`src/hdl/aek_pkg.sv`:
```
package aek_pkg;

    localparam int VALUE_W  = 16;
    localparam int TIME_W   = 32;
    localparam int CMD_W    = 2;
    localparam int THR_W    = 16;
    localparam int MULT_W   = 8;
    localparam int DIR_W    = 2;
    localparam int DELTA_W  = VALUE_W + 1;
    localparam int PROD_W   = MULT_W + VALUE_W;
    localparam int SUM_W    = PROD_W + 2;
    localparam int NEAR_W   = VALUE_W + 2;

    localparam int APB_DATA_W = 32;
    localparam int APB_ADDR_W = 5;

    localparam logic [CMD_W-1:0] CMD_TURN  = 2'd0;
    localparam logic [CMD_W-1:0] CMD_SET   = 2'd1;
    localparam logic [CMD_W-1:0] CMD_PRESS = 2'd2;
    localparam logic [CMD_W-1:0] CMD_POLL  = 2'd3;

    localparam logic [DIR_W-1:0] DIR_NONE = 2'd0;
    localparam logic [DIR_W-1:0] DIR_UP   = 2'd1;
    localparam logic [DIR_W-1:0] DIR_DOWN = 2'd2;

    localparam logic [2:0] REG_MIN_VALUE  = 3'd0;
    localparam logic [2:0] REG_MAX_VALUE  = 3'd1;
    localparam logic [2:0] REG_THRESHOLD  = 3'd2;
    localparam logic [2:0] REG_MULTIPLIER = 3'd3;
    localparam logic [2:0] REG_SPEEDUP_EN = 3'd4;
    localparam logic [2:0] REG_REVERSED   = 3'd5;

    localparam logic signed [NEAR_W-1:0] NEAR_MIN_MARGIN = 18'sd5;

    localparam logic [VALUE_W-1:0] MIN_VALUE_RST  = 16'd0;
    localparam logic [VALUE_W-1:0] MAX_VALUE_RST  = 16'd100;
    localparam logic [THR_W-1:0]   THRESHOLD_RST  = 16'd0;
    localparam logic [MULT_W-1:0]  MULTIPLIER_RST = 8'd1;

    typedef struct packed {
        logic signed [VALUE_W-1:0] min_value;
        logic signed [VALUE_W-1:0] max_value;
        logic [THR_W-1:0]          speedup_threshold_ms;
        logic [MULT_W-1:0]         fast_step;
        logic                      speedup_enabled;
        logic                      reversed;
    } t_cfg;

endpackage

```
`src/hdl/aek_if.sv`:
```
interface aek_item_if;
    import aek_pkg::*;

    logic                      valid;
    logic                      ready;
    logic [CMD_W-1:0]          command;
    logic signed [VALUE_W-1:0] value;
    logic [TIME_W-1:0]         timestamp_ms;

    modport source (output valid, output command, output value, output timestamp_ms,
                    input ready);
    modport sink   (input valid, input command, input value, input timestamp_ms,
                    output ready);
endinterface

interface aek_result_if;
    import aek_pkg::*;

    logic                      valid;
    logic                      ready;
    logic signed [VALUE_W-1:0] knob_value;
    logic                      button_pressed;

    modport source (output valid, output knob_value, output button_pressed, input ready);
    modport sink   (input valid, input knob_value, input button_pressed, output ready);
endinterface

```
`src/hdl/aek_apb_regs.sv`:
```
module aek_apb_regs (
    input  logic                              i_clk,
    input  logic                              i_rst_n,
    input  logic                              psel,
    input  logic                              penable,
    input  logic                              pwrite,
    input  logic [aek_pkg::APB_ADDR_W-1:0]    paddr,
    input  logic [aek_pkg::APB_DATA_W-1:0]    pwdata,
    output logic [aek_pkg::APB_DATA_W-1:0]    prdata,
    output logic                              pready,
    output aek_pkg::t_cfg                     o_cfg
);
    import aek_pkg::*;

    t_cfg       r_cfg;
    logic       wr_en;
    logic [2:0] reg_idx;

    assign pready  = 1'b1;
    assign wr_en   = psel && penable && pwrite;
    assign reg_idx = paddr[APB_ADDR_W-1:2];
    assign o_cfg   = r_cfg;

    always_ff @(posedge i_clk) begin
        if (!i_rst_n) begin
            r_cfg.min_value            <= MIN_VALUE_RST;
            r_cfg.max_value            <= MAX_VALUE_RST;
            r_cfg.speedup_threshold_ms <= THRESHOLD_RST;
            r_cfg.fast_step            <= MULTIPLIER_RST;
            r_cfg.speedup_enabled      <= 1'b0;
            r_cfg.reversed             <= 1'b0;
        end else if (wr_en) begin
            unique case (reg_idx)
                REG_MIN_VALUE:  r_cfg.min_value            <= pwdata[VALUE_W-1:0];
                REG_MAX_VALUE:  r_cfg.max_value            <= pwdata[VALUE_W-1:0];
                REG_THRESHOLD:  r_cfg.speedup_threshold_ms <= pwdata[THR_W-1:0];
                REG_MULTIPLIER: r_cfg.fast_step            <= pwdata[MULT_W-1:0];
                REG_SPEEDUP_EN: r_cfg.speedup_enabled      <= pwdata[0];
                REG_REVERSED:   r_cfg.reversed             <= pwdata[0];
                default: ;
            endcase
        end
    end

    always_comb begin
        prdata = '0;
        unique case (reg_idx)
            REG_MIN_VALUE:  prdata = APB_DATA_W'(unsigned'(r_cfg.min_value));
            REG_MAX_VALUE:  prdata = APB_DATA_W'(unsigned'(r_cfg.max_value));
            REG_THRESHOLD:  prdata = APB_DATA_W'(r_cfg.speedup_threshold_ms);
            REG_MULTIPLIER: prdata = APB_DATA_W'(r_cfg.fast_step);
            REG_SPEEDUP_EN: prdata = APB_DATA_W'(r_cfg.speedup_enabled);
            REG_REVERSED:   prdata = APB_DATA_W'(r_cfg.reversed);
            default:        prdata = '0;
        endcase
    end

endmodule

```
`src/hdl/aek_core.sv`:
```
module aek_core (
    input  logic          i_clk,
    input  logic          i_rst_n,
    input  aek_pkg::t_cfg i_cfg,
    aek_item_if.sink      i_item,
    aek_result_if.source  o_result
);
    import aek_pkg::*;

    // input register
    logic                      r_s1_valid;
    logic [CMD_W-1:0]          r_s1_cmd;
    logic signed [VALUE_W-1:0] r_s1_value;
    logic [TIME_W-1:0]         r_s1_ts;

    // result register
    logic                      r_out_valid;
    logic signed [VALUE_W-1:0] r_out_knob;
    logic                      r_out_pressed;

    // knob state
    logic signed [VALUE_W-1:0] r_cur;
    logic signed [VALUE_W-1:0] r_last_raw;
    logic [TIME_W-1:0]         r_ltt;
    logic [DIR_W-1:0]          r_last_dir;
    logic                      r_latch;

    logic                      n_cur_q;
    logic                      adv;
    logic                      s1_fire;

    logic signed [DELTA_W-1:0] delta;
    logic [DELTA_W-1:0]        neg_delta;
    logic [VALUE_W-1:0]        mag;
    logic                      delta_zero;
    logic                      delta_neg;
    logic [DIR_W-1:0]          dir;
    logic                      applied_neg;
    logic signed [NEAR_W-1:0]  cur_near;
    logic signed [NEAR_W-1:0]  min_near;
    logic                      near_min;
    logic                      clr_time;
    logic [TIME_W-1:0]         ltt_eff;
    logic [TIME_W-1:0]         gap;
    logic                      fast;
    logic [PROD_W-1:0]         prod_fast;
    logic [PROD_W-1:0]         prod;
    logic signed [SUM_W-1:0]   cur_ext;
    logic signed [SUM_W-1:0]   prod_ext;
    logic signed [SUM_W-1:0]   min_ext;
    logic signed [SUM_W-1:0]   max_ext;
    logic signed [SUM_W-1:0]   sum;
    logic signed [SUM_W-1:0]   sum_lo;
    logic signed [SUM_W-1:0]   sum_cl;

    logic signed [VALUE_W-1:0] n_cur;
    logic signed [VALUE_W-1:0] n_last_raw;
    logic [TIME_W-1:0]         n_ltt;
    logic [DIR_W-1:0]          n_last_dir;
    logic                      n_latch;
    logic                      n_pressed;

    assign adv            = !r_out_valid || o_result.ready;
    assign s1_fire        = r_s1_valid && adv;
    assign i_item.ready   = !r_s1_valid || adv;
    assign o_result.valid          = r_out_valid;
    assign o_result.knob_value     = r_out_knob;
    assign o_result.button_pressed = r_out_pressed;
    assign n_cur_q        = 1'b0;

    // turn arithmetic
    assign delta      = {r_s1_value[VALUE_W-1], r_s1_value} - {r_last_raw[VALUE_W-1], r_last_raw};
    assign neg_delta  = -delta;
    assign delta_neg  = delta[DELTA_W-1];
    assign delta_zero = (delta == '0);
    assign mag        = delta_neg ? neg_delta[VALUE_W-1:0] : delta[VALUE_W-1:0];
    assign dir        = delta_neg ? DIR_DOWN : DIR_UP;
    assign applied_neg = delta_neg ^ i_cfg.reversed;

    assign cur_near = {{2{r_cur[VALUE_W-1]}}, r_cur};
    assign min_near = {{2{i_cfg.min_value[VALUE_W-1]}}, i_cfg.min_value} + NEAR_MIN_MARGIN;
    assign near_min = cur_near <= min_near;

    assign clr_time = ((r_last_dir != DIR_NONE) && (r_last_dir != dir)) ||
                      (near_min && applied_neg);
    assign ltt_eff  = clr_time ? '0 : r_ltt;
    assign gap      = r_s1_ts - ltt_eff;
    assign fast     = i_cfg.speedup_enabled && (ltt_eff != '0) && !near_min &&
                      (gap < TIME_W'(i_cfg.speedup_threshold_ms));

    assign prod_fast = PROD_W'(i_cfg.fast_step) * PROD_W'(mag);
    assign prod      = fast ? prod_fast : PROD_W'(mag);

    assign cur_ext  = {{(SUM_W-VALUE_W){r_cur[VALUE_W-1]}}, r_cur};
    assign prod_ext = {2'b00, prod};
    assign min_ext  = {{(SUM_W-VALUE_W){i_cfg.min_value[VALUE_W-1]}}, i_cfg.min_value};
    assign max_ext  = {{(SUM_W-VALUE_W){i_cfg.max_value[VALUE_W-1]}}, i_cfg.max_value};
    assign sum      = applied_neg ? (cur_ext - prod_ext) : (cur_ext + prod_ext);
    assign sum_lo   = (sum < min_ext) ? min_ext : sum;
    assign sum_cl   = (sum_lo > max_ext) ? max_ext : sum_lo;

    always_comb begin
        n_cur      = r_cur;
        n_last_raw = r_last_raw;
        n_ltt      = r_ltt;
        n_last_dir = r_last_dir;
        n_latch    = r_latch;
        n_pressed  = n_cur_q;
        unique case (r_s1_cmd)
            CMD_TURN: begin
                n_last_raw = r_s1_value;
                if (!delta_zero) begin
                    n_cur      = sum_cl[VALUE_W-1:0];
                    n_ltt      = r_s1_ts;
                    n_last_dir = dir;
                end
            end
            CMD_SET: begin
                n_cur      = r_s1_value;
                n_last_raw = r_s1_value;
            end
            CMD_PRESS: begin
                n_latch = 1'b1;
            end
            CMD_POLL: begin
                n_pressed = r_latch;
                n_latch   = 1'b0;
            end
            default: ;
        endcase
    end

    always_ff @(posedge i_clk) begin
        if (!i_rst_n) begin
            r_s1_valid  <= 1'b0;
            r_out_valid <= 1'b0;
            r_cur       <= '0;
            r_last_raw  <= '0;
            r_ltt       <= '0;
            r_last_dir  <= DIR_NONE;
            r_latch     <= 1'b0;
        end else begin
            if (i_item.valid && i_item.ready) begin
                r_s1_valid <= 1'b1;
            end else if (adv) begin
                r_s1_valid <= 1'b0;
            end
            if (adv) begin
                r_out_valid <= r_s1_valid;
            end
            if (s1_fire) begin
                r_cur      <= n_cur;
                r_last_raw <= n_last_raw;
                r_ltt      <= n_ltt;
                r_last_dir <= n_last_dir;
                r_latch    <= n_latch;
            end
        end
    end

    always_ff @(posedge i_clk) begin
        if (i_item.valid && i_item.ready) begin
            r_s1_cmd   <= i_item.command;
            r_s1_value <= i_item.value;
            r_s1_ts    <= i_item.timestamp_ms;
        end
        if (s1_fire) begin
            r_out_knob    <= n_cur;
            r_out_pressed <= n_pressed;
        end
    end

endmodule

```
`src/hdl/accelerated_encoder_knob.sv`:
```
// An accepted input goes into the input register, then into the result register.
// Throughput: one transaction per cycle unless the result side stalls; the knob
// state is updated in a single pass between the input and result registers.
// Reset: synchronous, active low; clears knob state, button latch and valid flags,
// and loads the register defaults (min 0, max 100, multiplier 1).
module accelerated_encoder_knob (
    input  logic                           i_clk,
    input  logic                           i_rst_n,
    input  logic                           psel,
    input  logic                           penable,
    input  logic                           pwrite,
    input  logic [aek_pkg::APB_ADDR_W-1:0] paddr,
    input  logic [aek_pkg::APB_DATA_W-1:0] pwdata,
    output logic [aek_pkg::APB_DATA_W-1:0] prdata,
    output logic                           pready,
    aek_item_if.sink                       i_item,
    aek_result_if.source                   o_result
);
    import aek_pkg::*;

    t_cfg cfg;

    aek_apb_regs u_regs (
        .i_clk   (i_clk),
        .i_rst_n (i_rst_n),
        .psel    (psel),
        .penable (penable),
        .pwrite  (pwrite),
        .paddr   (paddr),
        .pwdata  (pwdata),
        .prdata  (prdata),
        .pready  (pready),
        .o_cfg   (cfg)
    );

    aek_core u_core (
        .i_clk    (i_clk),
        .i_rst_n  (i_rst_n),
        .i_cfg    (cfg),
        .i_item   (i_item),
        .o_result (o_result)
    );

endmodule

```
`src/flat_wrapper.sv`:
```
// flat-port wrapper written by rule: the top's interface ports become plain ports
module accelerated_encoder_knob_flat import aek_pkg::*;
  (i_clk, i_rst_n, psel, penable, pwrite, paddr, pwdata, prdata, pready, i_item_valid, i_item_command, i_item_value, i_item_timestamp_ms, i_item_ready, o_result_valid, o_result_knob_value, o_result_button_pressed, o_result_ready);
  aek_item_if i_item_i ();
  aek_result_if o_result_i ();
  input  logic i_clk;
  input  logic i_rst_n;
  input  logic psel;
  input  logic penable;
  input  logic pwrite;
  input  logic [aek_pkg::APB_ADDR_W-1:0] paddr;
  input  logic [aek_pkg::APB_DATA_W-1:0] pwdata;
  output logic [aek_pkg::APB_DATA_W-1:0] prdata;
  output logic pready;
  input wire logic [$bits(i_item_i.valid)-1:0] i_item_valid;
  input wire logic [$bits(i_item_i.command)-1:0] i_item_command;
  input wire logic [$bits(i_item_i.value)-1:0] i_item_value;
  input wire logic [$bits(i_item_i.timestamp_ms)-1:0] i_item_timestamp_ms;
  output wire logic [$bits(i_item_i.ready)-1:0] i_item_ready;
  output wire logic [$bits(o_result_i.valid)-1:0] o_result_valid;
  output wire logic [$bits(o_result_i.knob_value)-1:0] o_result_knob_value;
  output wire logic [$bits(o_result_i.button_pressed)-1:0] o_result_button_pressed;
  input wire logic [$bits(o_result_i.ready)-1:0] o_result_ready;
  assign i_item_i.valid = i_item_valid;
  assign i_item_i.command = i_item_command;
  assign i_item_i.value = i_item_value;
  assign i_item_i.timestamp_ms = i_item_timestamp_ms;
  assign i_item_ready = i_item_i.ready;
  assign o_result_valid = o_result_i.valid;
  assign o_result_knob_value = o_result_i.knob_value;
  assign o_result_button_pressed = o_result_i.button_pressed;
  assign o_result_i.ready = o_result_ready;
  accelerated_encoder_knob u_core (.i_clk(i_clk), .i_rst_n(i_rst_n), .psel(psel), .penable(penable), .pwrite(pwrite), .paddr(paddr), .pwdata(pwdata), .prdata(prdata), .pready(pready), .i_item(i_item_i), .o_result(o_result_i));
endmodule
```
`config.mk`:
```
export PLATFORM = sky130hd
export DESIGN_NAME = accelerated_encoder_knob_flat
export DESIGN_NICKNAME = d
export VERILOG_FILES = /design/src/hdl/aek_pkg.sv /design/src/hdl/aek_if.sv /design/src/hdl/aek_apb_regs.sv /design/src/hdl/aek_core.sv /design/src/hdl/accelerated_encoder_knob.sv /design/src/flat_wrapper.sv
export SDC_FILE = /design/constraint.sdc
export NUM_CORES = 1
export LEC_CHECK = 0
export BUFFER_PORTS_ARGS = -buffer_cell sky130_fd_sc_hd__buf_2
export CORE_ASPECT_RATIO = 1.25
export CORE_MARGIN = 4
export CORE_UTILIZATION = 32
export DETAILED_ROUTE_END_ITERATION = 7
export PLACE_DENSITY = 0.48
export SLEW_MARGIN = 20
export SYNTH_ARGS = -nofsm -noshare
export SYNTH_HDL_FRONTEND = slang
export SYNTH_SLANG_ARGS = --single-unit
```
`constraint.sdc`:
```
create_clock -name i_clk -period 20.7 [get_ports i_clk]
set_clock_uncertainty 0.1 [all_clocks]
set_input_delay 2.07 -clock i_clk [delete_from_list [all_inputs] [get_ports i_clk]]
set_output_delay 2.07 -clock i_clk [all_outputs]
set_load 0.01 [all_outputs]
```
# After elaboration in Yosys (flattened, before gate mapping)
# Index checks and enable logic that the tools add are counted.
# word_totals
inputBits,94
ff_bits,194
output_inout_bits,52
# op_classes
mul,1
magnitude_cmp,4
n_reduce_logical,32
n_bitwise,2
mux,13
n_eq_ne,9
add_sub_neg,6
# ops
op,n
$pmux 16 s6,1
$mux 26,2
$mux 16,3
$lt 32x16->1,1
$mux 32,1
$pmux 16 s2,1
$reduce_bool 32->1,1
$sub 32x32->32,1
$add 16x25->26,1
$gt 26x16->1,1
$lt 26x16->1,1
$sub 16x25->26,1
$mul 8x16->24,1
$mux 24,1
$add 16x4->17 const B,1
$le 16x17->1,1
$logic_not 17->1,1
$sub 16x16->17,1
$neg 16->16,1
$reduce_and 2->1,8
$logic_and 1x1->1,9
$eq 3x2->1 const B,2
$eq 3x3->1 const B,2
$reduce_bool 2->1,3
15 further kinds,21

# Logic depth before layout (Yosys ltp)
# depth
ltp_word,19
depth_mapped,87
depth_no_buf,78

# By module
# A second synthesis with hierarchy kept.
# unflattened
hier_cells,2422
hier_area_um2,20317.0
# by_module_without_submodules
mod,cells_per_inst,seq_area_each_um2,n_inst,area_each_um2
aek_core,2135,3393.3,1,17511.8
aek_apb_regs,287,1161.1,1,2805.2

# Worst setup path before layout
# Ideal clock, no wire load.
# synth_path
path_type,reg-to-reg
startpoint,register u_core.u_regs.r_cfg (netlist bit u_core.u_regs.o_cfg[44])
endpoint,register u_core.u_core.r_cur[13]
slack_ns,5.006
path_buffers,11
setup_ns,0.116
t_arrival_ns,15.478
synth_period_minus_slack_ns,15.694
required_ns,20.484
path_stages_with_launch,83
cell_sequence,dfxtp_1 -> clkbuf_1 -> a21oi_1 -> or3_1 -> clkbuf_1 -> nor3_1 -> xnor2_1 -> ha_1 -> and3_1 -> nand4_1 -> o21a_1 -> a2111oi_0 -> o31ai_1 -> mux2i_1 -> clkbuf_1 -> nand2_1 -> ha_1 -> a21o_1 -> [... 47 more ...] -> clkbuf_1 -> a21o_1 -> ha_1 -> a21o_1 -> a21o_1 -> a21o_1 -> a21oi_1 -> o221ai_1 -> a211o_1 -> nor2b_1 -> a2111oi_0 -> o31ai_1 -> buf_1 -> clkbuf_1 -> nor2_1 -> a21oi_1 -> a21oi_1 -> a31o_2
# synth_between
elab_chain_cells,18
word_cells_on_any_way,22
classes_between,4 x add/sub; 4 x order compare; 7 x mux; 7 x reduce/logical
# synth_lines
element,line,rtl
from (decl),aek_apb_regs.sv:15,t_cfg r_cfg;
"parallel branches: the longest is 13 deep, another holds $sub 32x32->32",-,
$mux 26 *,aek_core.sv:99,assign sum_lo = (sum < min_ext) ? min_ext : sum;
$gt 26x16->1,aek_core.sv:100,assign sum_cl = (sum_lo > max_ext) ? max_ext : sum_lo;
$mux 16 *,aek_core.sv:100,
$mux 16 *,aek_core.sv:112,if (!delta_zero) begin
$pmux 16 s2 *,aek_core.sv:109,unique case (r_s1_cmd)
via u_core.u_core.n_cur[13],aek_core.sv:56,logic signed [VALUE_W-1:0] n_cur;
to (signal assigned),aek_core.sv:152,r_cur <= n_cur;
to (decl),aek_core.sv:22,logic signed [VALUE_W-1:0] r_cur;
# Mark *: on every way through the listed nets, which the timed path passes.
# A chain may end at the register's enable or synchronous reset.

# Worst setup path after layout
# layout_path
startpoint,register u_core.u_regs.r_cfg (netlist bit u_core.u_regs.o_cfg[42])
endpoint,register u_core.u_core.r_cur[14]
# The elaborated chain is that of the path after synthesis.

==> run_results.csv <==
group,metric,value,unit
run_status,status,"complete, no violations",
critical_path,critPathArrivalTime,17.81,ns
yosys,ys_seq_elements,194,
critical_path,worst_path_largest_cell_delay,0.74,ns
clocking,clkTransAtPathRegs,0.09,ns
yosys,syn_inst,2422,
global_routing,grt_pass1_wl,97400,um
detailed_routing,routed_wl,61300,um
sta,maxSlewHeadroom,0.267,
cells_and_area,fill_cells,6441,
power,pwr-share-clk,0.231,
clocking,cts_buffer_depth,2,
yosys,synth-adder-area-share,0.218,
floorplanning,rows,101,
floorplanning,core,60900,um2
global_routing,gr-total-overflow,0,
detailed_routing,first_pass_iters,5,
power,power_frac_comb,0.489,
cells_and_area,syn_to_final_growth,10.1,%
critical_path,critPathCaptureType,"flop",
detailed_routing,routedWlPerCell,18.5,um
critical_path,crit_top_cell,"a21oi_1",
cells_and_area,area.sequential,4550,um2
clocking,hold_buffers,0,
yosys,synth_compound_area_frac,0.187,
power,powerDensity,70.3,nW/um2
clocking,cts_root_buf,"clkbuf_16",
worst_hold_path,hp-class,"flop to flop",
sta,rsz0062_at_grt,"no",
yosys,async_flop_share,0,
detailed_routing,drc,0,
yosys,yosys.area_share.simple,0.203,
cells_and_area,multi_input_area,14000,um2
clocking,cts_made_buffers,17,
power,p_int,883,uW
clocking,h-tree-depth,4,
cells_and_area,post-route-util,0.357,
critical_path,critPathRequiredTime,20.97,ns
clocking,cts_tree,"built",
global_routing,grt_antenna_before_repair,7,
critical_path,critPathKind,"flop to flop",
yosys,netlist_area,19700,um2
yosys,synthFlopType,"dfxtp_1",
floorplanning,io-pin-count,146,
yosys,synth_edf_count,67,
sta,fin_tns_setup,0,ns
yosys,ys_warn_count,0,
power,p_seq_frac,0.280,
floorplanning,dieWidth,230,um
detailed_routing,viasPerCell,5.21,
floorplanning,dieArea,65700,um2
floorplanning,start_util,0.324,
place,dp_hpwl,50100,um
yosys,synth_xor_area_frac,0.0523,
yosys,synthDistinctLibCells,90,
critical_path,crit_slowest_cell,"a2111oi_0",
critical_path,cp-start-kind,"flop",
power,power.net_switching,645,uW
detailed_routing,drtIter0Drc,900,
critical_path,cp_max_fo,32,
clocking,cts_setup_buffers,0,
power,vdd_drop_max,0.0592,mV
detailed_routing,num_vias,17300,
sta,drv_slew,0,
sta,period_minus_slack,17.55,ns
cells_and_area,finalNetCount,2856,
floorplanning,die_h,286,um
power,swShare,0.422,
cells_and_area,drive_gt1_frac,0.0971,
global_routing,grt_max_degree,92,
detailed_routing,ant_nets,0,
global_routing,grt_pass1_vias,17600,
sta,min_period_over_period,0.848,
sta,tightest_slew,1.10,ns
place,gp_congestion,0.966,
sta,max_freq,57.0,MHz
sta,setup_violations,0,
power,p_leak,0.00891,uW
clocking,clk_latency,0.47,ns
sta,hold_viol_final,0,
yosys,seq_area_frac_synth,0.231,
clocking,cts_resized,0,
clocking,clkSinkCount,194,
yosys,synth_top_family_by_area,"adder cells",
place,port_buffers,110,
yosys,synth.area.mux_share,0.0422,
job,drv_cap,0,
global_routing,grt.total_usage,0.184,
yosys,syn_avg_cell_area,8.15,um2
[critical path: cells and delay by family (launching register included)]
family | cells | cell delay (ns)
AO/OA/AOI/OAI | 35 | 7.44
AND/OR/NAND/NOR | 22 | 4.94
adder cells (fa/ha/maj) | 9 | 2.38
buffers and inverters | 4 | 0.82
XOR/XNOR | 4 | 0.68
multiplexers | 2 | 0.58
flip-flops | 1 | 0.45
[layout by cell type, fill, tap and decap left out, drive strengths merged, types with 42 or more instances in the layout]
master | netlist | layout
a21o | 55 | 55
a21oi | 221 | 221
and2 | 63 | 63
buf | 28 | 138
dfxtp | 127 | 127
edfxtp | 67 | 67
fa | 87 | 87
ha | 205 | 205
inv | 199 | 207
mux2i | 49 | 49
nand2 | 395 | 395
nor2 | 146 | 146
nor3 | 42 | 42
o21ai | 79 | 79
xnor2 | 82 | 82
[synthesized netlist by cell type, drive strengths merged (13+ instances only)]
master | count | area [um2]
and3 | 15 | 93.8
a31oi | 13 | 81.3
o211ai | 23 | 173
clkbuf | 96 | 360
a21o | 55 | 413
fa | 87 | 1740
o21ai | 79 | 399
mux2i | 49 | 494
nand4 | 27 | 169
inv | 199 | 747
xor2 | 35 | 307
a211oi | 20 | 155
ha | 205 | 2560
nor2 | 146 | 548
or3 | 18 | 123
nand3 | 40 | 200
dfxtp | 127 | 2540
nor4 | 15 | 115
o21a | 34 | 257
buf | 28 | 196
xnor2 | 82 | 726
nand2 | 395 | 1480
mux2 | 16 | 180
and2 | 63 | 397
a21oi | 221 | 1110
nor3 | 42 | 220
nand2b | 24 | 150
edfxtp | 67 | 2010
nor2b | 33 | 206
[final cells by class]
type,count,share of cell area
Clock inverter,15,0.0101
Multi-Input combinational cell,1920,0.643
Tap cell,824,0.0474
Inverter,199,0.0344
Clock buffer,17,0.0196
Timing Repair Buffer,138,0.0350
Sequential cell,194,0.210
Antenna cell,6,0.000691
[flip-flops by register name, summed over array words and instances, names as in the netlist]
name / cells
u_core.u_regs.o_cfg: 58
u_core.u_core.r_s1_ts: 32
u_core.u_core.r_cur: 16
u_core.u_core.r_s1_cmd: 2
u_core.u_core.o_result.button_pressed: 1
u_core.u_core.r_latch: 1
u_core.u_core.o_result.knob_value: 16
u_core.u_core.r_ltt: 32
u_core.u_core.r_last_raw: 16
u_core.u_core.r_s1_value: 16
u_core.u_core.r_last_dir: 2
u_core.u_core.r_s1_valid: 1
u_core.u_core.o_result.valid: 1
[metrics by stage]
stage	instances	setup slack (ns)	cell area, um2	hold slack (ns)	total power (uW)
global route	3309	1.83	21700	0.387	1640
finish	3313	3.15	21700	0.360	1530
CTS	3307	2.97	21700	0.363	1550
floorplan	2437	5.01	19800	0.336	961
detailed placement	3275	3.07	21100	0.350	1180
global placement	3275	3.29	21100	0.345	1170
[power groups by stage]
stage | Clock, uW | Combinational [uW] | Sequential (uW)
2_1_floorplan | 0 | 533 | 428
3_3_place_gp | 0 | 737 | 436
3_5_place_dp | 0 | 748 | 436
4_1_cts | 364 | 753 | 428
5_1_grt | 378 | 834 | 429
6_report | 354 | 747 | 427
[cells by family (layout without fill, tap and decap cells)]
kind of cell / after synthesis / count (layout)
other: 2 / 23
and+or+nand+nor: 855 / 855
DFF: 194 / 194
AOI/OAI and AO/OA: 567 / 567
adders and majority gates: 292 / 292
muxes: 72 / 72
xor gates and xnor gates: 117 / 117
buffers and inverters: 323 / 369
[per-layer routing]
| metal | track usage | wire length [um] | vias to the layer above |
|---|---|---|---|
| li1 | - | - | 8524 |
| met1 | 0.213 | 25200 | 8308 |
| met2 | 0.351 | 32300 | 339 |
| met3 | 0.0201 | 1940 | 83 |
| met4 | 0.0608 | 1860 | 4 |
| met5 | 0 | 33 | - |
[worst paths after layout]
kind	from	to	slack, ns	cells after the start
worst max-delay path	u_core.u_regs.o_cfg[42]	u_core.u_core.r_cur[14]	3.15	76
worst min-delay path	u_core.u_core.r_last_raw[4]	u_core.u_core.r_last_raw[4]	0.36	2
worst max register to register	u_core.u_regs.o_cfg[42]	u_core.u_core.r_cur[14]	3.15	76
worst min register to register	u_core.u_core.r_last_raw[4]	u_core.u_core.r_last_raw[4]	0.36	2
Power figures use the tool's default switching activity.
